### src/rtl/vzd_pkg.sv
// ----------------------------------------------------------------------------
// vzd_pkg
// Shared types and constants for the varint zigzag decoder.
// ----------------------------------------------------------------------------
package vzd_pkg;

   // Default limit on bytes per varint
   localparam int MAX_BYTES_DEF = 10;

   // Payload bits carried by one encoded byte
   localparam int PAYLOAD_W = 7;

   // Width of the decoded value and of the byte count
   localparam int VALUE_W = 64;
   localparam int COUNT_W = 4;

   // Depth of the queue between the classifier and the accumulator
   localparam int QUEUE_DEPTH = 2;

   // Bit position of the continuation flag in an encoded byte
   localparam int CONT_BIT = 7;

   // How a varint ended
   typedef enum logic [1:0] {
      END_TERM   = 2'd0,
      END_BUFFER = 2'd1,
      END_LIMIT  = 2'd2
   } reason_type;

   // One classified byte, handed from the front to the back
   typedef struct packed {
      logic [PAYLOAD_W-1:0] payload;
      logic [COUNT_W-1:0]   idx;
      logic                 is_end;
      reason_type           reason;
   } op_type;

endpackage

### src/rtl/vzd_front.sv
// ----------------------------------------------------------------------------
// vzd_front
// Byte classifier: tracks the position within the current varint and decides
// whether the byte ends it and why.
// ----------------------------------------------------------------------------
module vzd_front #(
   parameter int MAX_BYTES = vzd_pkg::MAX_BYTES_DEF
) (
   input  logic                             clock,
   input  logic                             reset,
   input  logic                             byte_valid,
   output logic                             byte_ready,
   input  logic [7:0]                       data_byte,
   input  logic                             buffer_end,
   output logic                             op_valid,
   input  logic                             op_ready,
   output vzd_pkg::op_type                  op
);

   logic [vzd_pkg::COUNT_W-1:0] count_ff;
   logic [vzd_pkg::COUNT_W-1:0] count_in;
   logic [vzd_pkg::COUNT_W-1:0] used;
   logic                        take;

   assign byte_ready = op_ready;
   assign op_valid   = byte_valid;
   assign take       = byte_valid && op_ready;
   assign used       = count_ff + vzd_pkg::COUNT_W'(1);

   // Classify: terminator beats buffer end, buffer end beats the byte limit
   always_comb begin
      op.payload = data_byte[vzd_pkg::PAYLOAD_W-1:0];
      op.idx     = count_ff;
      op.is_end  = 1'b1;
      op.reason  = vzd_pkg::END_TERM;
      priority if (!data_byte[vzd_pkg::CONT_BIT]) begin
         op.reason = vzd_pkg::END_TERM;
      end else if (buffer_end) begin
         op.reason = vzd_pkg::END_BUFFER;
      end else if (used >= vzd_pkg::COUNT_W'(MAX_BYTES)) begin
         op.reason = vzd_pkg::END_LIMIT;
      end else begin
         op.is_end = 1'b0;
      end
   end

   // Advance the position, restart after an ending byte
   always_comb begin
      count_in = count_ff;
      if (take) begin
         count_in = op.is_end ? '0 : used;
      end
   end

   always_ff @(posedge clock) begin
      if (reset) begin
         count_ff <= '0;
      end else begin
         count_ff <= count_in;
      end
   end

endmodule

### src/rtl/vzd_queue.sv
// ----------------------------------------------------------------------------
// vzd_queue
// Short first-in first-out queue of classified bytes.
// ----------------------------------------------------------------------------
module vzd_queue (
   input  logic            clock,
   input  logic            reset,
   input  logic            push_valid,
   output logic            push_ready,
   input  vzd_pkg::op_type push_op,
   output logic            pop_valid,
   input  logic            pop_ready,
   output vzd_pkg::op_type pop_op
);

   localparam int DEPTH = vzd_pkg::QUEUE_DEPTH;
   localparam int PTR_W = (DEPTH > 1) ? $clog2(DEPTH) : 1;
   localparam int CNT_W = $clog2(DEPTH + 1);

   vzd_pkg::op_type  entry_ff [DEPTH];
   logic [PTR_W-1:0] wr_ptr_ff;
   logic [PTR_W-1:0] wr_ptr_in;
   logic [PTR_W-1:0] rd_ptr_ff;
   logic [PTR_W-1:0] rd_ptr_in;
   logic [CNT_W-1:0] fill_ff;
   logic [CNT_W-1:0] fill_in;
   logic             push;
   logic             pop;

   assign push_ready = (fill_ff != CNT_W'(DEPTH));
   assign pop_valid  = (fill_ff != '0);
   assign pop_op     = entry_ff[rd_ptr_ff];
   assign push       = push_valid && push_ready;
   assign pop        = pop_valid && pop_ready;

   // Advance pointers with wrap, track fill level
   always_comb begin
      wr_ptr_in = wr_ptr_ff;
      rd_ptr_in = rd_ptr_ff;
      fill_in   = fill_ff;
      if (push) begin
         wr_ptr_in = (wr_ptr_ff == PTR_W'(DEPTH - 1)) ? '0 : wr_ptr_ff + PTR_W'(1);
      end
      if (pop) begin
         rd_ptr_in = (rd_ptr_ff == PTR_W'(DEPTH - 1)) ? '0 : rd_ptr_ff + PTR_W'(1);
      end
      if (push && !pop) begin
         fill_in = fill_ff + CNT_W'(1);
      end else if (pop && !push) begin
         fill_in = fill_ff - CNT_W'(1);
      end
   end

   always_ff @(posedge clock) begin
      if (reset) begin
         wr_ptr_ff <= '0;
         rd_ptr_ff <= '0;
         fill_ff   <= '0;
      end else begin
         wr_ptr_ff <= wr_ptr_in;
         rd_ptr_ff <= rd_ptr_in;
         fill_ff   <= fill_in;
      end
   end

   // Store entries
   always_ff @(posedge clock) begin
      if (push) begin
         entry_ff[wr_ptr_ff] <= push_op;
      end
   end

endmodule

### src/rtl/vzd_back.sv
// ----------------------------------------------------------------------------
// vzd_back
// Accumulator and result stage: merges payload bits at the byte's shift,
// applies zigzag in signed mode and holds the result until it is taken.
// ----------------------------------------------------------------------------
module vzd_back (
   input  logic                              clock,
   input  logic                              reset,
   input  logic                              op_valid,
   output logic                              op_ready,
   input  vzd_pkg::op_type                   op,
   input  logic                              mode_wr,
   input  logic                              mode_data,
   output logic                              rsp_valid,
   input  logic                              rsp_ready,
   output logic [vzd_pkg::VALUE_W-1:0]       rsp_value,
   output logic [vzd_pkg::COUNT_W-1:0]       rsp_used,
   output vzd_pkg::reason_type               rsp_reason
);

   localparam int SHIFT_W = $clog2(vzd_pkg::VALUE_W) + 1;

   logic [vzd_pkg::VALUE_W-1:0] acc_ff;
   logic [vzd_pkg::VALUE_W-1:0] acc_in;
   logic                        signed_ff;
   logic                        rsp_valid_ff;
   logic                        rsp_valid_in;
   logic [vzd_pkg::VALUE_W-1:0] value_ff;
   logic [vzd_pkg::COUNT_W-1:0] used_ff;
   vzd_pkg::reason_type         reason_ff;
   logic                        take;
   logic [SHIFT_W-1:0]          shift_amt;
   logic [vzd_pkg::VALUE_W-1:0] merged;
   logic [vzd_pkg::VALUE_W-1:0] result;

   // Continue bytes always drain; an ending byte needs a free result slot
   assign op_ready = !op.is_end || !rsp_valid_ff || rsp_ready;
   assign take     = op_valid && op_ready;

   // Merge payload at seven bits per position, dropping bits above the top
   assign shift_amt = SHIFT_W'(op.idx) * SHIFT_W'(vzd_pkg::PAYLOAD_W);
   assign merged    = acc_ff | (vzd_pkg::VALUE_W'(op.payload) << shift_amt);

   // Undo zigzag: halve and flip all bits when the low bit is set
   assign result = signed_ff
                 ? ({1'b0, merged[vzd_pkg::VALUE_W-1:1]} ^ {vzd_pkg::VALUE_W{merged[0]}})
                 : merged;

   always_comb begin
      acc_in       = acc_ff;
      rsp_valid_in = rsp_valid_ff && !rsp_ready;
      if (take) begin
         acc_in = op.is_end ? '0 : merged;
         if (op.is_end) begin
            rsp_valid_in = 1'b1;
         end
      end
   end

   always_ff @(posedge clock) begin
      if (reset) begin
         acc_ff       <= '0;
         rsp_valid_ff <= 1'b0;
         signed_ff    <= 1'b0;
      end else begin
         acc_ff       <= acc_in;
         rsp_valid_ff <= rsp_valid_in;
         if (mode_wr) begin
            signed_ff <= mode_data;
         end
      end
   end

   // Load the result register on an ending byte
   always_ff @(posedge clock) begin
      if (take && op.is_end) begin
         value_ff  <= result;
         used_ff   <= op.idx + vzd_pkg::COUNT_W'(1);
         reason_ff <= op.reason;
      end
   end

   assign rsp_valid  = rsp_valid_ff;
   assign rsp_value  = value_ff;
   assign rsp_used   = used_ff;
   assign rsp_reason = reason_ff;

endmodule

### src/rtl/varint_zigzag_decoder.sv
// Path: an ending request is written into the queue, then taken by the back end
// into the result register, which offers the result.
// Throughput: one request per cycle while the back end is not stalled; the back
// end drains one classified byte per cycle from a two-entry queue and stalls
// only on a full result register.
// Reset: synchronous, active high; clears position, accumulator, queue,
// result valid and signed mode.
// ----------------------------------------------------------------------------
// varint_zigzag_decoder
// Little-endian base-128 varint decoder with optional zigzag decoding.
// ----------------------------------------------------------------------------
module varint_zigzag_decoder #(
   parameter int MAX_BYTES = vzd_pkg::MAX_BYTES_DEF
) (
   input  logic        clock,
   input  logic        reset,
   // Requests
   input  logic        req_tvalid,
   output logic        req_tready,
   input  logic [7:0]  req_tdata,   // [7:0] data_byte
   input  logic        req_tlast,   // buffer_end
   // Results
   output logic        rsp_tvalid,
   input  logic        rsp_tready,
   output logic [71:0] rsp_tdata,   // [63:0] value, [67:64] bytes_used, [71:68] zero
   output logic [1:0]  rsp_tuser,   // [1:0] end_reason
   // Signed mode register
   input  logic        csr_valid,
   output logic        csr_ready,
   input  logic        csr_data     // signed_mode
);

   logic                        fq_valid;
   logic                        fq_ready;
   vzd_pkg::op_type             fq_op;
   logic                        qb_valid;
   logic                        qb_ready;
   vzd_pkg::op_type             qb_op;
   logic [vzd_pkg::VALUE_W-1:0] value;
   logic [vzd_pkg::COUNT_W-1:0] used;
   vzd_pkg::reason_type         reason;

   assign csr_ready = 1'b1;

   vzd_front #(
      .MAX_BYTES (MAX_BYTES)
   ) u_front (
      .clock      (clock),
      .reset      (reset),
      .byte_valid (req_tvalid),
      .byte_ready (req_tready),
      .data_byte  (req_tdata),
      .buffer_end (req_tlast),
      .op_valid   (fq_valid),
      .op_ready   (fq_ready),
      .op         (fq_op)
   );

   vzd_queue u_queue (
      .clock      (clock),
      .reset      (reset),
      .push_valid (fq_valid),
      .push_ready (fq_ready),
      .push_op    (fq_op),
      .pop_valid  (qb_valid),
      .pop_ready  (qb_ready),
      .pop_op     (qb_op)
   );

   vzd_back u_back (
      .clock      (clock),
      .reset      (reset),
      .op_valid   (qb_valid),
      .op_ready   (qb_ready),
      .op         (qb_op),
      .mode_wr    (csr_valid && csr_ready),
      .mode_data  (csr_data),
      .rsp_valid  (rsp_tvalid),
      .rsp_ready  (rsp_tready),
      .rsp_value  (value),
      .rsp_used   (used),
      .rsp_reason (reason)
   );

   // Pack the result
   assign rsp_tdata = {4'b0, used, value};
   assign rsp_tuser = reason;

endmodule

### config.mk
export PLATFORM = sky130hd
export DESIGN_NAME = varint_zigzag_decoder
export DESIGN_NICKNAME = d
export VERILOG_FILES = /design/src/rtl/vzd_pkg.sv /design/src/rtl/vzd_front.sv /design/src/rtl/vzd_queue.sv /design/src/rtl/vzd_back.sv /design/src/rtl/varint_zigzag_decoder.sv
export SDC_FILE = /design/constraint.sdc
export NUM_CORES = 1
export LEC_CHECK = 0
export ABC_AREA = 1
export BUFFER_PORTS_ARGS = -buffer_cell sky130_fd_sc_hd__buf_2
export CORE_MARGIN = 3
export CORE_UTILIZATION = 31
export DETAILED_ROUTE_END_ITERATION = 12
export PLACE_DENSITY = 0.51
export SETUP_SLACK_MARGIN = 0.15
export SYNTH_ARGS = -nofsm -noshare
export SYNTH_HDL_FRONTEND = slang
export SYNTH_SLANG_ARGS = --single-unit
### constraint.sdc
create_clock -name clock -period 11.3 [get_ports clock]
set_input_delay 2.26 -clock clock [delete_from_list [all_inputs] [get_ports clock]]
set_output_delay 2.26 -clock clock [all_outputs]
set_load 0.1 [all_outputs]
==> results by group <==
Outcome
  – Status: finished, final reports clean

Flow run
  – Max-cap violations: 0

Clocking
  – CTS Hold Buffers Added: 0
  – PostCTS Resize Cnt: 0
  – Clk Latency, worst-skew pair: 430 ps
  – TritonCTS clock tree: done
  – Root buf cell: clkbuf_16
  – Post-CTS Setup Bufs: 0
  – H-tree Lvls: 4
  – Clock buffer depth: 2
  – Clk sinks: 173
  – TritonCTS buffer count: 17
  – CTS clock-pin slew for the worst setup and hold paths: 70 ps

Setup path
  – CP Data Required Time: 11,620 ps
  – Slowest cell on the critical path: inv_2
  – Crit-path cells: buf_2, inv_1, nand2_1, nand2_1, nand2_2, inv_2, ha_1, a21oi_1, o21ai_0, o21ai_0, a21oi_1
  – Crit Reg-Reg Endpoint: u_queue.fill_ff[1]$_SDFFE_PP0P_
  – Worst-case reg-to-reg path depth: 10
  – Arr. time, crit path: 4760 ps
  – Critical path startpoint category: input port
  – CP Capture Type: register
  – Reg2reg setup slack: 7670 ps
  – Largest stage delay, worst path: 770 ps
  – Setup Crit Path Kind: input port to register
  – CP max FO: 44

Die
  – Cell Rows: 60
  – Core Region: 27,100 um^2
  – Initial Util: 31.7%
  – Die width: 173 um
  – Die area: 29,800 um^2
  – Die H: 173 um
  – I/O Pins: 92

Detailed routing
  – Via/cell ratio: 4.48
  – DRC viols: 0
  – Drt first pass iters: 5
  – DR iter-0 viols: 441
  – Met1 WL: 9990 um
  – Avg WL per Cell: 14.5 um
  – Met2 wire len: 9960 um
  – DRT Wirelength: 21,200 um
  – Met3 WL post-DR: 892 um
  – Via count: 6,548
  – Final ANT Viol Nets: 0
  – Top sig layer: met4

Timing
  – Worst-margin pin slew: 935 ps
  – # setup viols final: 0
  – Worst hold slack: 450 ps
  – Fmax: 225 MHz
  – Pins Over Slew Limit: 0
  – Worst Skew: 7.55 ps
  – Final Hold Fails: 0
  – Setup TNS: 0 ps
  – Period minus WS final: 4450 ps
  – Relative max-transition margin: 37.5%
  – RSZ-0062 raised after global routing: false
  – Tcrit/Tclk final: 39.3%

GRT
  – Remaining Overflow, GRT: 0
  – Initial antenna violation count: 0
  – Number of global-route vias before repair: 6,369
  – First-pass GRT wire length: 34,600 um
  – Largest net degree at the start of global routing: 72
  – Total track usage: 14.5%

Layout
  – Most frequent cells in the layout: 342 x nand2_1, 116 x inv_1, 98 x edfxtp_1
  – Nets: 1,095
  – Share of cells above drive strength 1: 21.5%
  – Antenna diodes: 0
  – Leading cell type in the layout, fill and taps excluded: nand2_1
  – Syn-to-layout area delta: 14.1%
  – Final Cell Area: 9820 um^2

Synthesis
  – Post-Syn Instances: 1,016
  – Post-synth ARST share: 0%
  – Mapped Area: 8600 um^2
  – Unique masters post-synth: 33
  – Ys flop type: edfxtp_1
  – Yosys warnings: 0
  – FF+latch count, synth: 173
  – Synthesized area per cell: 8.47 um^2
  – EDFF count, synth: 98
  – Seq/Total Area, Yosys: 51.7%

Min path
  – Hold Crit Start: u_queue.rd_ptr_ff$_SDFFE_PP0P_
  – Min-Delay Path Depth: 1
  – Hold crit path type: register to register

Placed design
  – RD Place Congestion: 0.747
  – Placed cell area: 9230 um^2
  – Hpwl dp: 13,600 um
  – I/O Buffers: 86
[worst max-delay path by stage]
stage,depth (start not counted),endpoint,startpoint
CTS,11,u_queue.fill_ff[1]$_SDFFE_PP0P_,rsp_tready
detailed placement,11,u_queue.fill_ff[1]$_SDFFE_PP0P_,rsp_tready
floorplan,8,u_back.acc_ff[21]$_SDFFE_PP0P_,rsp_tready
global route,11,u_queue.fill_ff[1]$_SDFFE_PP0P_,rsp_tready
finish,11,u_queue.fill_ff[1]$_SDFFE_PP0P_,rsp_tready
global placement,11,u_queue.fill_ff[1]$_SDFFE_PP0P_,rsp_tready
[critical path: cells and delay by family]
| kind | cells | cell delay, ps |
|---|---|---|
| buf+inv | 3 | 910 |
| fa+ha+maj | 1 | 380 |
| simple gates | 3 | 770 |
| compound gates | 4 | 430 |
[state kept, by name, summed over array words and instances, names as in the netlist, named ones only]
register	flops
u_back.rsp_used	4
u_back.signed_ff	1
u_queue.rd_ptr_ff	1
u_back.rsp_reason	2
u_queue.entry_ff	28
u_queue.wr_ptr_ff	1
u_front.count_ff	4
u_back.rsp_value	64
u_back.rsp_valid	1
u_queue.fill_ff	2
u_back.acc_ff	64
[cell type report]
| class | count | area [um^2] |
|---|---|---|
| fillers | 2830 | 17300 |
| flip-flops and latches | 173 | 4450 |
| multi-input cells | 652 | 3310 |
| inverters | 139 | 524 |
| repair buffers | 93 | 483 |
| well taps | 372 | 465 |
| clock buffers | 17 | 425 |
| clock inverters | 15 | 169 |
[metrics by stage]
step | util (%) | worst slack, ps | instances
2_1_floorplan | - | 5030 | 1019
3_3_place_gp | 34.0 | 6370 | 1429
3_5_place_dp | 34.0 | 6340 | 1429
4_1_cts | 36.2 | 6790 | 1461
5_1_grt | 36.2 | 6510 | 1461
6_report | 36.2 | 6850 | 1461
[per-layer routing]
metal	vias to the layer above	GRT usage, %
met3	22	3.10
met1	3008	19.7
li1	3372	-
met5	-	0
met2	146	23.4
met4	0	4.22
[synth_stat cells (all sizes together), types with 11 or more instances]
| library cell | n | area, um^2 |
|---|---|---|
| nand2 | 361 | 1430 |
| inv | 139 | 524 |
| edfxtp | 98 | 2940 |
| dfxtp | 75 | 1500 |
| nand3 | 75 | 375 |
| nor2 | 61 | 273 |
| buf | 43 | 310 |
| nor3 | 41 | 205 |
| o21bai | 33 | 353 |
| a211oi | 23 | 273 |
| nand4 | 17 | 106 |
| o21ai | 15 | 109 |
| clkbuf | 12 | 45.0 |
| a21oi | 11 | 55.1 |
[cells by family (layout without fill, tap and decap cells)]
logic type / after synthesis / count (layout) / share of synthesized area, %
compound gates: 83 / 83 / 9.26
xor+xnor: 4 / 4 / 0.407
fa+ha+maj: 4 / 4 / 0.582
buf+inv: 194 / 264 / 10.2
flops: 173 / 173 / 51.7
other cells: 2 / 5 / 0.0873
simple gates: 556 / 556 / 27.8
Power is left out: the tool's default activity adds up to more than one toggle a clock period on the data nets, which glitch-free logic cannot reach.
